==> src/hdl/idkh_pkg.sv <==
// shared types and codes for the indexed min-heap decrease-key unit
// no dependencies; imported by the interfaces, controller, datapath and top level
`default_nettype none

package idkh_pkg;

  // function codes on the input channel
  localparam logic [1:0] FN_INSERT = 2'd0;
  localparam logic [1:0] FN_DELMIN = 2'd1;
  localparam logic [1:0] FN_CLEAR  = 2'd2;

  // result status codes
  localparam logic [2:0] ST_INSERTED  = 3'd0;
  localparam logic [2:0] ST_DECREASED = 3'd1;
  localparam logic [2:0] ST_IGNORED   = 3'd2;
  localparam logic [2:0] ST_REMOVED   = 3'd3;
  localparam logic [2:0] ST_EMPTY     = 3'd4;

  // field widths fixed by the channels
  localparam int unsigned FUNC_W   = 2;
  localparam int unsigned KEY_W    = 32;
  localparam int unsigned ITEM_W   = 10;
  localparam int unsigned STATUS_W = 3;
  localparam int unsigned COUNT_W  = 11;

  // controller states
  typedef enum logic [3:0] {
    S_CLR,
    S_IDLE,
    S_INS_POS,
    S_INS_CHK,
    S_DEC_CHK,
    S_SU_RD,
    S_SU_CMP,
    S_DM_START,
    S_DM_TOP,
    S_DM_LAST,
    S_SD_RD,
    S_SD_RD2,
    S_SD_CMP,
    S_DONE
  } state_t;

  // datapath operations
  typedef enum logic [3:0] {
    OP_CLR,
    OP_IDLE,
    OP_INS_POS,
    OP_INS_CHK,
    OP_DEC_CHK,
    OP_SU_RD,
    OP_SU_CMP,
    OP_DM_START,
    OP_DM_TOP,
    OP_DM_LAST,
    OP_SD_RD,
    OP_SD_RD2,
    OP_SD_CMP,
    OP_DONE
  } op_t;

  // controller to datapath command
  typedef struct packed {
    op_t  op;
    logic accept;
  } cmd_t;

  // datapath to controller status
  typedef struct packed {
    logic in_range;
    logic pos_removed;
    logic pos_valid;
    logic heap_full;
    logic key_less;
    logic cur_root;
    logic up_swap;
    logic size_zero;
    logic size_one;
    logic child_out;
    logic down_swap;
    logic clr_last;
    logic out_free;
  } dp_stat_t;

endpackage

`default_nettype wire

==> src/hdl/idkh_ctrl.sv <==
// controller state machine: sequences insert, decrease, delete-min and clear
// depends on idkh_pkg; drives the datapath through cmd_t, reads dp_stat_t
`default_nettype none

module idkh_ctrl
  import idkh_pkg::*;
(
  input  wire logic              clk,
  input  wire logic              rst_n,
  input  wire logic              in_valid,
  input  wire logic [FUNC_W-1:0] in_func,
  output logic                   in_ready,
  input  wire dp_stat_t          stat,
  output cmd_t                   cmd
);

  state_t state_r, state_nxt;
  logic   reply_r;
  logic   accept;

  assign accept = (state_r == S_IDLE) && in_valid;

  // state register; reset starts a clearing pass with no result
  always_ff @(posedge clk) begin
    if (!rst_n) begin
      state_r <= S_CLR;
      reply_r <= 1'b0;
    end else begin
      state_r <= state_nxt;
      if (accept) begin
        reply_r <= (in_func == FN_CLEAR);
      end
    end
  end

  // next state
  always_comb begin
    state_nxt = state_r;
    unique case (state_r)
      S_CLR: begin
        if (stat.clr_last) state_nxt = reply_r ? S_DONE : S_IDLE;
      end
      S_IDLE: begin
        if (in_valid) begin
          unique case (in_func)
            FN_INSERT: state_nxt = S_INS_POS;
            FN_DELMIN: state_nxt = S_DM_START;
            FN_CLEAR:  state_nxt = S_CLR;
            default:   state_nxt = S_DONE;
          endcase
        end
      end
      S_INS_POS: state_nxt = S_INS_CHK;
      S_INS_CHK: begin
        if (!stat.in_range || stat.pos_removed) state_nxt = S_DONE;
        else if (stat.pos_valid)                state_nxt = S_DEC_CHK;
        else if (stat.heap_full)                state_nxt = S_DONE;
        else                                    state_nxt = S_SU_RD;
      end
      S_DEC_CHK:  state_nxt = stat.key_less ? S_SU_RD : S_DONE;
      S_SU_RD:    state_nxt = stat.cur_root ? S_DONE : S_SU_CMP;
      S_SU_CMP:   state_nxt = stat.up_swap ? S_SU_RD : S_DONE;
      S_DM_START: state_nxt = stat.size_zero ? S_DONE : S_DM_TOP;
      S_DM_TOP:   state_nxt = S_DM_LAST;
      S_DM_LAST:  state_nxt = stat.size_one ? S_DONE : S_SD_RD;
      S_SD_RD:    state_nxt = stat.child_out ? S_DONE : S_SD_RD2;
      S_SD_RD2:   state_nxt = S_SD_CMP;
      S_SD_CMP:   state_nxt = stat.down_swap ? S_SD_RD : S_DONE;
      S_DONE: begin
        if (stat.out_free) state_nxt = S_IDLE;
      end
      default:    state_nxt = S_CLR;
    endcase
  end

  // outputs
  always_comb begin
    in_ready   = (state_r == S_IDLE);
    cmd.accept = accept;
    unique case (state_r)
      S_CLR:      cmd.op = OP_CLR;
      S_IDLE:     cmd.op = OP_IDLE;
      S_INS_POS:  cmd.op = OP_INS_POS;
      S_INS_CHK:  cmd.op = OP_INS_CHK;
      S_DEC_CHK:  cmd.op = OP_DEC_CHK;
      S_SU_RD:    cmd.op = OP_SU_RD;
      S_SU_CMP:   cmd.op = OP_SU_CMP;
      S_DM_START: cmd.op = OP_DM_START;
      S_DM_TOP:   cmd.op = OP_DM_TOP;
      S_DM_LAST:  cmd.op = OP_DM_LAST;
      S_SD_RD:    cmd.op = OP_SD_RD;
      S_SD_RD2:   cmd.op = OP_SD_RD2;
      S_SD_CMP:   cmd.op = OP_SD_CMP;
      S_DONE:     cmd.op = OP_DONE;
      default:    cmd.op = OP_IDLE;
    endcase
  end

endmodule

`default_nettype wire

==> config.mk <==
export PLATFORM = sky130hd
export DESIGN_NAME = idkh_ctrl
export DESIGN_NICKNAME = d
export VERILOG_FILES = /design/src/hdl/idkh_pkg.sv /design/src/hdl/idkh_ctrl.sv
export SDC_FILE = /design/constraint.sdc
export NUM_CORES = 1
export LEC_CHECK = 0
export ABC_CLOCK_PERIOD_IN_PS = 2460
export BUFFER_PORTS_ARGS = -buffer_cell sky130_fd_sc_hd__buf_2
export CAP_MARGIN = 20
export CORE_UTILIZATION = 53
export CTS_CLUSTER_SIZE = 25
export DETAILED_ROUTE_END_ITERATION = 12
export PLACE_DENSITY_LB_ADDON = 0.3
export SKIP_LAST_GASP = 1
export SLEW_MARGIN = 20
export SYNTH_ARGS = -nofsm -noshare
export SYNTH_HDL_FRONTEND = slang
export SYNTH_SLANG_ARGS = --single-unit
==> constraint.sdc <==
create_clock -name clk -period 2.46 [get_ports clk]
set_input_delay 0.738 -clock clk [delete_from_list [all_inputs] [get_ports clk]]
set_output_delay 0.738 -clock clk [all_outputs]
set_load 0.02 [all_outputs]
==> run summary, run 1 <==
For this run, the leading register cell type out of synthesis is sky130_fd_sc_hd__dfxtp_1. The clock skew is 4.38 ps. In this run, the number of DRC markers left after iteration 0 of detailed routing was 9.

Adding up every negative setup slack in the final design gives 0 ps. Headroom to the max-slew limit came out at 59.5%. The highest layer touched by signal routing is met4. The synthesis-to-layout area growth was 12.8%; the number of synthesized register bits was 9. The logs give 0.860 for the last weighted congestion value of the routability-driven placer and 21 for the maximum number of pins on one net before global-route repair. Cells with a size suffix above 1 make up 35.6% of the layout. For the sum of internal, switching and leakage power, the log shows 0.850 mW. The run gives 26.9% as the share of power burned in registers. After clock tree synthesis, the clock-pin slew on the worst setup and hold paths is 70 ps.

In this run the register-to-register setup slack is 830 ps. The average instance in the mapped netlist occupies 9.06 µm². Setup repair after global routing left no endpoint under its margin. The critical path endpoint is cmd[0]. The critical path is of the reg -> out type. Dividing the detail-routed wire length by the instance count gives 13.6 µm.

Quantity of I/O buffers inserted on ports: 23. In the synthesized netlist, the number of instances is 83. In this run the remaining antenna-violating nets after routing total 0. Across the VDD grid, the largest voltage drop is 0.456 mV. The fraction of registers with async set/reset is 0%. The final clock period utilization by the worst path was 89.8%. After floorplanning, the core was sized to cover 1320 µm². The critical register-to-register path endpoint was state_r[0]. At the end of the flow, the number of nets in the layout was 123. H-tree depth: 1.

Post-CTS timing repair inserted 0 buffers for setup. The worst register-to-register path has a depth of 4. The run gives 14.7% as the clock network fraction of design power. The HPWL after detailed placement is 1240 µm, and the number of enable-type register cells in the synthesized netlist is 0. In the routed design, unresolved DRC markers number 0. Full die area: 1570 µm². After clock tree synthesis, the repair step resized 0 gates. The max-slew violation total from the final report was 0.

Detailed routing placed a total of 800 µm of wire on met2. For the effective utilization at floorplan, the log shows 57.1%. The routed length on met1 is 741 µm. The floorplan step set the die width to 39.7 µm.

The areal power density over the cells is 1000 nW/µm². The min-delay analysis places its worst path in the category reg -> reg. The tools report the number of warnings reported in the yosys synthesis log as 0. TritonCTS built the clock tree. The routed layout has 698 vias. For the number of top-level pins, the log shows 24.

Sequential elements use 24.0% of the synthesized area. Residual overflow from global routing: 0. TritonCTS created 3 clock buffers. The tools report the buffer levels on the longest clock path as 2. CTS placed an instance of sky130_fd_sc_hd__clkbuf_4 at the clock tree root. The post-synthesis instance area is 752 µm², and the count of hold-fix buffers inserted at cts is 0. Tracing the worst setup path back leads to its startpoint at state_r[2]. Across the run, the number of max-cap violations was 0.

For this design the static power due to leakage is 0.347 nW. Of the total power, the share spent switching nets is 45.0%. The worst setup path is captured at a primary output. The die is 39.7 µm tall. Number of nets produced by synthesis: 101.

After synthesis, the cell types taking the most area are sky130_fd_sc_hd__dfxtp_1 (24%), sky130_fd_sc_hd__buf_6 (6.0%), sky130_fd_sc_hd__nor2b_1 (5.0%), sky130_fd_sc_hd__mux2i_1 (4.0%), sky130_fd_sc_hd__o21ai_1 (4.0%). Summed over all instances, the cell type with the most area after synthesis is sky130_fd_sc_hd__dfxtp_1. The data arrival time of the worst path was 1470 ps; the post-detailed-route via-to-cell ratio was 5.87.

For this run, the detailed router's first-pass iteration total came to 4. The flow ran to the end, and the final reports show no timing, DRC or antenna violations. For the number of hold-slack violations in the final timing report, the log shows 0.

The routed wire length on met3 came out at 68 µm. STA puts the critical path data required time at 1720 ps. In this run the core area contains 13 standard-cell rows. 0 antenna diodes ended up in the layout. STA classifies the critical path startpoint as a flip-flop. The power dissipated by switching net loads came out at 0.382 mW.

The worst register-to-register path begins at state_r[2]. The setup-violating endpoint count in the final report came out at 0. The biggest fanout along the worst timing path came out at 18. The number of global-route vias before repair is 629. The number of fill cells in the layout came out at 134. The library cell used most frequently in the layout, excluding fill and tap cells, is sky130_fd_sc_hd__buf_2. Global-route wire length before repair: 2640 µm.

For the pin with the worst max-slew slack, the measured transition is 607 ps. The routed design could run at a clock period as short as 2210 ps. Derived from the worst setup path, the maximum achievable clock frequency is 0.453 GHz. Combinational logic is responsible for 58.4% of the overall power.

Summed over its instances, the top area cell type makes up 24.0% of the synthesized netlist area. Global routing consumed, over all layers together, 25.7% of the routing resources. In the layout the commonest cells are sky130_fd_sc_hd__buf_2 (23), sky130_fd_sc_hd__dfxtp_1 (9), sky130_fd_sc_hd__nor2b_1 (6), sky130_fd_sc_hd__o21ai_1 (6). The initial antenna violation count was 0.

The number of different library cells used by synthesis comes to 42. At the later pin of the worst-skew pair, clock insertion delay measures 280 ps. The number of sinks handled by clock tree synthesis is 9, and the total internal power is 0.468 mW. The total length of routed wires was 1620 µm.
==> per-layer routing <==
layer / up-vias / global-route usage [%]
met5: - / 0
met4: 0 / 5.17
met3: 2 / 8.52
met2: 21 / 44.7
met1: 323 / 30.0
li1: 352 / -
==> logic make-up (layout without fill, tap and decap cells) <==
logic type,count (synthesis),in the layout,share of synthesized area (%)
simple gates,34,34,35.3
compound gates,26,26,24.1
buf+inv,11,32,12.6
flops,9,9,24.0
mux,3,3,3.99
==> per-stage QoR <==
step / hold WS, ps / cells / utilization (%) / setup slack [ps] / cell area (µm²)
finish: 565 / 119 / 64.4 / 251 / 848
floorplan: 498 / 83 / - / 513 / 752
detailed placement: 561 / 115 / 62.3 / 533 / 821
CTS: 571 / 119 / 64.4 / 236 / 848
global route: 584 / 119 / 64.4 / 136 / 848
global placement: 551 / 115 / 62.3 / 585 / 821
==> worst min path at each step <==
stage	startpoint	to	slack, ps	cells past startpoint
after CTS	reply_r	reply_r	570	2
after global placement	reply_r	reply_r	550	2
after floorplan	reply_r	reply_r	500	2
after detailed placement	reply_r	reply_r	560	2
final	reply_r	reply_r	560	2
after global routing	reply_r	reply_r	580	2
==> registers in the layout (all words and copies together) (netlist names) <==
signal	count
state_r	4
cmd	4
reply_r	1
==> critical path: stages (launching register included) <==
cell and delay, ps:
sky130_fd_sc_hd__dfxtp_1 500, sky130_fd_sc_hd__nor4b_4 330, sky130_fd_sc_hd__and2_1 190, sky130_fd_sc_hd__buf_2 180
==> area by class of cell <==
class / instances / area (µm²) / area share, %
clock buffer: 3 / 22.5 / 2.65
clock inverter: 1 / 5.00 / 0.590
inverter: 2 / 7.51 / 0.885
multi-input combinational: 63 / 477 / 56.2
sequential: 9 / 180 / 21.2
tap: 15 / 18.8 / 2.21
timing repair buffer: 26 / 138 / 16.2
==> cell usage after synthesis, drive strengths merged, types with 2 or more instances <==
cell / count
a211oi: 2
a21oi: 5
and2: 2
and3b: 2
buf: 9
dfxtp: 9
inv: 2
mux2i: 3
nand2: 4
nand4bb: 2
nor2: 2
nor2b: 6
nor3: 2
nor3b: 3
nor4b: 2
o211ai: 2
o21ai: 8
o22ai: 2
==> power by group through the flow <==
stage               registers (mW)  logic (mW)  clock network (mW)
finish                       0.228       0.496               0.125
global route                 0.238       0.549               0.132
CTS                          0.229       0.499               0.126
detailed placement           0.233       0.498                   0
global placement             0.231       0.486                   0
floorplan                    0.236       0.448                   0
Note: power is estimated with default switching activity, not from simulation.
==> run 2, diff against run 1 <==
PLACE_DENSITY = 0.86   (was default)
PLACE_DENSITY_LB_ADDON = default   (was 0.3)
==> run summary, run 2 (synthesis gave the netlist of run 1 again) <==
The tools report the fmax as 0.456 GHz (was 0.453 GHz). The run gives 1720 ps (about the same) as the data required time at the worst endpoint. The kind of end point of the critical path is a primary output (unchanged). Number of setup buffers added after CTS: 0 (unchanged).

The number of maximum-capacitance violations came out at 0 (unchanged). The tools report the max-slew violation total from the final report as 0 (unchanged). The total length of routed wires was 1580 µm (was 1620 µm); the power dissipated by switching net loads was 0.372 mW (was 0.382 mW). The HPWL after detailed placement is 1160 µm (was 1240 µm).

Initial antenna violation count: 0 (unchanged). Last weighted congestion value of the routability-driven placer: 0.885 (was 0.860). The run gives 675 (was 698) as the number of vias in the routed layout. The site row count is 13 (unchanged).

The static leakage power is 0.344 nW (was 0.347 nW), and the slew at the pin with the worst max-slew slack is 628 ps (was 607 ps). For the clock network fraction of design power, the log shows 13.6% (was 14.7%). The fraction of power spent switching nets works out to 44.2% (was 45.0%). The kind of critical path was reg -> out (unchanged).

The die span in y works out to 39.7 µm (unchanged). Width of the chip: 39.7 µm (unchanged). The number of sinks handled by clock tree synthesis came out at 9 (unchanged). The logs give 0 (unchanged) for the number of hold-slack violations in the final timing report and 27.3% (was 26.9%) for the share of power burned in registers. The tools report the total internal power as 0.470 mW (was 0.468 mW). The run gives 0 (unchanged) as the residual overflow from global routing. The residual DRC count is 0 (unchanged).

The root cell of the clock tree is sky130_fd_sc_hd__clkbuf_4 (unchanged). The post-placement cell area was 821 µm² (unchanged); the count of hold-fix buffers inserted at cts was 0 (unchanged). Most common cell after layout, fill and taps aside: sky130_fd_sc_hd__buf_2 (unchanged). The run gives 23.5% (was 25.7%) as the overall fraction of global-route tracks in use.

The minimum clock period is 2190 ps (was 2210 ps). The proportion of power drawn by combinational gates was 59.2% (was 58.4%); the violation count after the first detailed-route iteration was 13 (was 9). The flow ran to the end, and the final reports show no timing, DRC or antenna violations. The clock input transition at the sequential cells of the worst setup and hold paths was 60 ps (was 70 ps); the number of nets with antenna violations after detailed routing was 0 (unchanged). Most frequent cells in the layout: sky130_fd_sc_hd__buf_2 (23), sky130_fd_sc_hd__dfxtp_1 (9), sky130_fd_sc_hd__nor2b_1 (6), sky130_fd_sc_hd__o21ai_1 (6) (unchanged). The tools report the slack of the worst reg-to-reg path as 780 ps (was 830 ps). The data arrival time of the worst path was 1450 ps (was 1470 ps). The nature of the critical path startpoint was a flip-flop (unchanged).

The number of top-level pins is 24 (unchanged). Type of the worst min-delay path: reg -> reg (unchanged). The setup total negative slack was 0 ps (unchanged); the number of gates given a new drive strength after cts was 0 (unchanged). The logs give 123 (unchanged) for the net count of the finished layout and 0 (unchanged) for the setup-violating endpoint count in the final report.

The maximum vdd drop was 0.393 mV (was 0.456 mV). The fraction of final layout cells sized beyond drive strength 1 works out to 34.6% (was 35.6%). The logs give 2 (unchanged) for the buffer levels on the longest clock path and 1 (unchanged) for the H-tree depth.

The average wire per cell in the routed design was 13.3 µm (was 13.6 µm). The final cell area excluding filler cells was 847 µm² (was 848 µm²). The post-detailed-route via-to-cell ratio was 5.67 (was 5.87); the worst-case headroom to the max-slew limit was 58.1% (was 59.5%).

The quantity of I/O buffers inserted on ports was 23 (unchanged); the clock skew was 0.593 ps (was 4.38 ps). The final clock period utilization by the worst path works out to 89.1% (was 89.8%). TritonCTS built the clock tree. The core area came out at 1320 µm² (unchanged). Number of clock buffers inserted by TritonCTS: 3 (unchanged). The clock network latency to the later pin of the worst-skew pair is 260 ps (was 280 ps). The run gives 1570 µm² (unchanged) as the full die area.

The antenna diode instance count came out at 0 (unchanged). The logs give 21 (unchanged) for the maximum number of pins on one net before global-route repair and 57.1% (unchanged) for the effective utilization at floorplan. The areal power density over the cells came out at 994 nW/µm² (was 1000 nW/µm²). The synthesis-to-layout area growth is 12.6% (was 12.8%), and the first-pass iteration count of the detailed router is 4 (unchanged). The global-route wire length before repair was 2490 µm (was 2640 µm); the number of global-route vias before repair was 604 (was 629). The biggest fanout along the worst timing path was 18 (unchanged).

Setup repair after global routing left no endpoint under its margin.
==> run 2: routing by layer <==
metal | wire length [µm] | part of all wire [%] | track usage (%)
met1 | 731 | 46 | 29.3
met2 | 771 | 49 | 40.6
met5 | 0 | 0 | 0
met4 | 0 | 0 | 5.17
met3 | 78 | 4.9 | 5.11
==> run 2: per-stage QoR <==
| step | cells | hold slack, ps | utilization (%) | power [mW] | setup WS (ps) |
|---|---|---|---|---|---|
| floorplan | 83 | 498 | - | 0.683 | 513 |
| global placement | 115 | 539 | 62.3 | 0.716 | 584 |
| detailed placement | 115 | 566 | 62.3 | 0.728 | 537 |
| CTS | 119 | 575 | 64.3 | 0.844 | 251 |
| global route | 119 | 624 | 64.3 | 0.913 | 150 |
| finish | 119 | 574 | 64.3 | 0.842 | 269 |
==> run 2: worst max-delay path: stages, from the launching register on <==
cell	delay, ps
sky130_fd_sc_hd__dfxtp_1	500
sky130_fd_sc_hd__nor4b_4	330
sky130_fd_sc_hd__and2_1	190
sky130_fd_sc_hd__buf_2	170
==> run 2: cell type report <==
type                            instances  area (µm²)
Clock buffer                            4        26.3
Timing Repair Buffer                   26         138
Multi-Input combinational cell         63         477
Fill cell                             117         470
Sequential cell                         9         180
Inverter                                2        7.51
Tap cell                               15        18.8
==> run 2: final timing paths <==
path                endpoint  cells past startpoint       start
setup / recovery      cmd[0]                      3  state_r[2]
hold / removal       reply_r                      2     reply_r
setup reg to reg  state_r[3]                      4  state_r[2]
hold reg to reg      reply_r                      2     reply_r
==> run 2: power groups by stage <==
| stage | Sequential, mW | Clock (mW) | Combinational [mW] |
|---|---|---|---|
| 2_1_floorplan | 0.236 | 0 | 0.448 |
| 3_3_place_gp | 0.230 | 0 | 0.485 |
| 3_5_place_dp | 0.233 | 0 | 0.495 |
| 4_1_cts | 0.230 | 0.115 | 0.498 |
| 5_1_grt | 0.236 | 0.124 | 0.553 |
| 6_report | 0.230 | 0.114 | 0.498 |
==> run 3, diff against run 2 <==
ABC_CLOCK_PERIOD_IN_PS = 2650   (was 2460)
PLACE_DENSITY = 0.81   (was 0.86)
clock period = 2.65 ns   (was 2.46 ns; I/O delays follow)
==> run summary, run 3 (synthesis gave the netlist of run 1 again) <==
The flow ran to the end, and the final reports show no timing, DRC or antenna violations. For the number of top-level pins, the log shows 24 (unchanged). The tools report the nature of the critical path startpoint as a flip-flop (unchanged). The tools report the number of fill cells in the layout as 119 (was 117). The final standard cell count with taps included and fillers excluded was 119 (unchanged). The tools report the site row count as 13 (unchanged). The run gives 58.5% (was 58.1%) as the worst-case headroom to the max-slew limit. The run gives 8 (was 4) as the first-pass iteration count of the detailed router. Worst-case setup slack after placement: 643 ps (was 537 ps). The number of hold-slack violations in the final timing report is 0 (unchanged). Fmax: 0.441 GHz. The type of the worst min-delay path was reg -> reg (unchanged). Kind of end point of the critical path: a primary output (unchanged).

The final clock period utilization by the worst path came out at 85.7%. The number of maximum-capacitance violations is 0 (unchanged). The worst reg2reg path startpoint is state_r[2] (unchanged). The final critical-path setup slack is 380 ps (was 269 ps). The violation count after the first detailed-route iteration is 14 (was 13), and the total length of routed wires is 1610 µm (was 1580 µm). The antenna diode instance count was 0 (unchanged). The initial antenna violation count was 0 (unchanged); the full die area was 1570 µm² (unchanged). The clock skew is 6.60 ps (was 0.593 ps). Effective utilization at floorplan: 57.1% (unchanged).

HPWL after detailed placement: 1190 µm (was 1160 µm). The quantity of I/O buffers inserted on ports is 23 (unchanged), and the buffer levels on the longest clock path is 2 (unchanged). The number of vias in the routed layout is 698 (was 675), and the residual overflow from global routing is 0 (unchanged). Static leakage power: 0.344 nW (unchanged). The number of nets with antenna violations after detailed routing was 0 (unchanged).

The die span in y is 39.7 µm (unchanged). Most frequent cells in the layout: sky130_fd_sc_hd__buf_2 (23), sky130_fd_sc_hd__dfxtp_1 (9), sky130_fd_sc_hd__nor2b_1 (6), sky130_fd_sc_hd__o21ai_1 (6) (unchanged). The run gives 1020 ps (was 780 ps) as the slack of the worst reg-to-reg path. The slew at the pin with the worst max-slew slack came out at 622 ps (was 628 ps). The net count of the finished layout is 123 (unchanged), and the maximum number of pins on one net before global-route repair is 21 (unchanged). The kind of critical path is reg -> out (unchanged). Root cell of the clock tree: sky130_fd_sc_hd__clkbuf_4 (unchanged). The data required time at the worst endpoint was 1860 ps (was 1720 ps); the biggest fanout along the worst timing path was 18 (unchanged).

The tools report the startpoint of the most critical setup path as state_r[2] (unchanged). The number of setup buffers added after CTS is 0 (unchanged). The fraction of final layout cells sized beyond drive strength 1 is 34.6% (unchanged). The depth of the most critical reg-to-reg path came out at 4 (unchanged).

For the setup-violating endpoint count in the final report, the log shows 0 (unchanged). Critical register-to-register path endpoint: cmd[3] (was state_r[3]). The maximum vdd drop is 0.499 mV (was 0.393 mV). The clock network latency to the later pin of the worst-skew pair was 260 ps (about the same); the areal power density over the cells was 930 nW/µm² (was 994 nW/µm²). The width of the chip was 39.7 µm (unchanged). Setup repair after global routing left no endpoint under its margin. The average wire per cell in the routed design works out to 13.5 µm (was 13.3 µm). The core area was 1320 µm² (unchanged). Global-route wire length before repair: 2540 µm (was 2490 µm). The most common cell after layout, fill and taps aside was sky130_fd_sc_hd__buf_2 (unchanged). The number of sinks handled by clock tree synthesis was 9 (unchanged); the setup total negative slack was 0 ps (unchanged).

The logs give 0 (unchanged) for the max-slew violation total from the final report and 0 (unchanged) for the residual DRC count. The tools report the critical path endpoint as cmd[0] (unchanged). The synthesis-to-layout area growth is 12.6% (unchanged), and the data arrival time of the worst path is 1470 ps (was 1450 ps). Last weighted congestion value of the routability-driven placer: 0.855 (was 0.885). The clock period could shrink to 2270 ps. For the H-tree depth, the log shows 1 (unchanged). TritonCTS built the clock tree. The clock input transition at the sequential cells of the worst setup and hold paths came out at 60 ps (about the same).

The run gives 24.3% (was 23.5%) as the overall fraction of global-route tracks in use. The run gives 0 (unchanged) as the number of gates given a new drive strength after cts. The tools report the number of global-route vias before repair as 627 (was 604). The post-detailed-route via-to-cell ratio is 5.87 (was 5.67). The number of placed instances, taps included was 115 (unchanged); the number of clock buffers inserted by TritonCTS was 3 (unchanged). The tools report the count of hold-fix buffers inserted at cts as 0 (unchanged).
-- run 3: cell counts in the layout (fill, tap and decap cells not counted) --
No cell type changed its count.
-- run 3: through the flow --
stage | total power [mW] | utilization, % | hold WS, ps | cell area [µm²]
final | 0.788 | 64.3 | 555 | 847
after global routing | 0.847 | 64.3 | 598 | 847
after CTS | 0.787 | 64.3 | 556 | 847
after detailed placement | 0.681 | 62.3 | 547 | 821
after global placement | 0.666 | 62.3 | 540 | 821
after floorplan | 0.634 | - | 498 | 752
-- run 3: final cells by class --
class,instances,area (µm²),area share (%)
multi-input cells,63,477,56.3
flip-flops and latches,9,180,21.3
repair buffers,26,138,16.2
clock buffers,4,26.3,3.10
well taps,15,18.8,2.22
inverters,2,7.51,0.886
-- run 3: how the worst min path moves through the flow --
stage	startpoint	end	slack (ps)	depth (start not counted)
final	reply_r	reply_r	560	2
after global routing	reply_r	reply_r	600	2
after CTS	reply_r	reply_r	560	2
after detailed placement	reply_r	reply_r	550	2
after global placement	reply_r	reply_r	540	2
after floorplan	reply_r	reply_r	500	2
-- run 3: worst max-delay path: stages, from the launching register on --
cell and delay (ps):
sky130_fd_sc_hd__dfxtp_1 500, sky130_fd_sc_hd__nor4b_4 340, sky130_fd_sc_hd__and2_1 200, sky130_fd_sc_hd__buf_2 170
-- run 3: metal layers --
metal	track usage [%]	part of all wire, %
met1	29.7	48
met2	40.2	46
met3	9.09	4.8
met4	4.31	1.1
met5	0	0
-- run 3: report_power, final --
part	internal, mW	total (mW)	switching (mW)
sequential	0.176	0.214	0.0381
combinational	0.202	0.467	0.265
clock	0.0580	0.106	0.0481
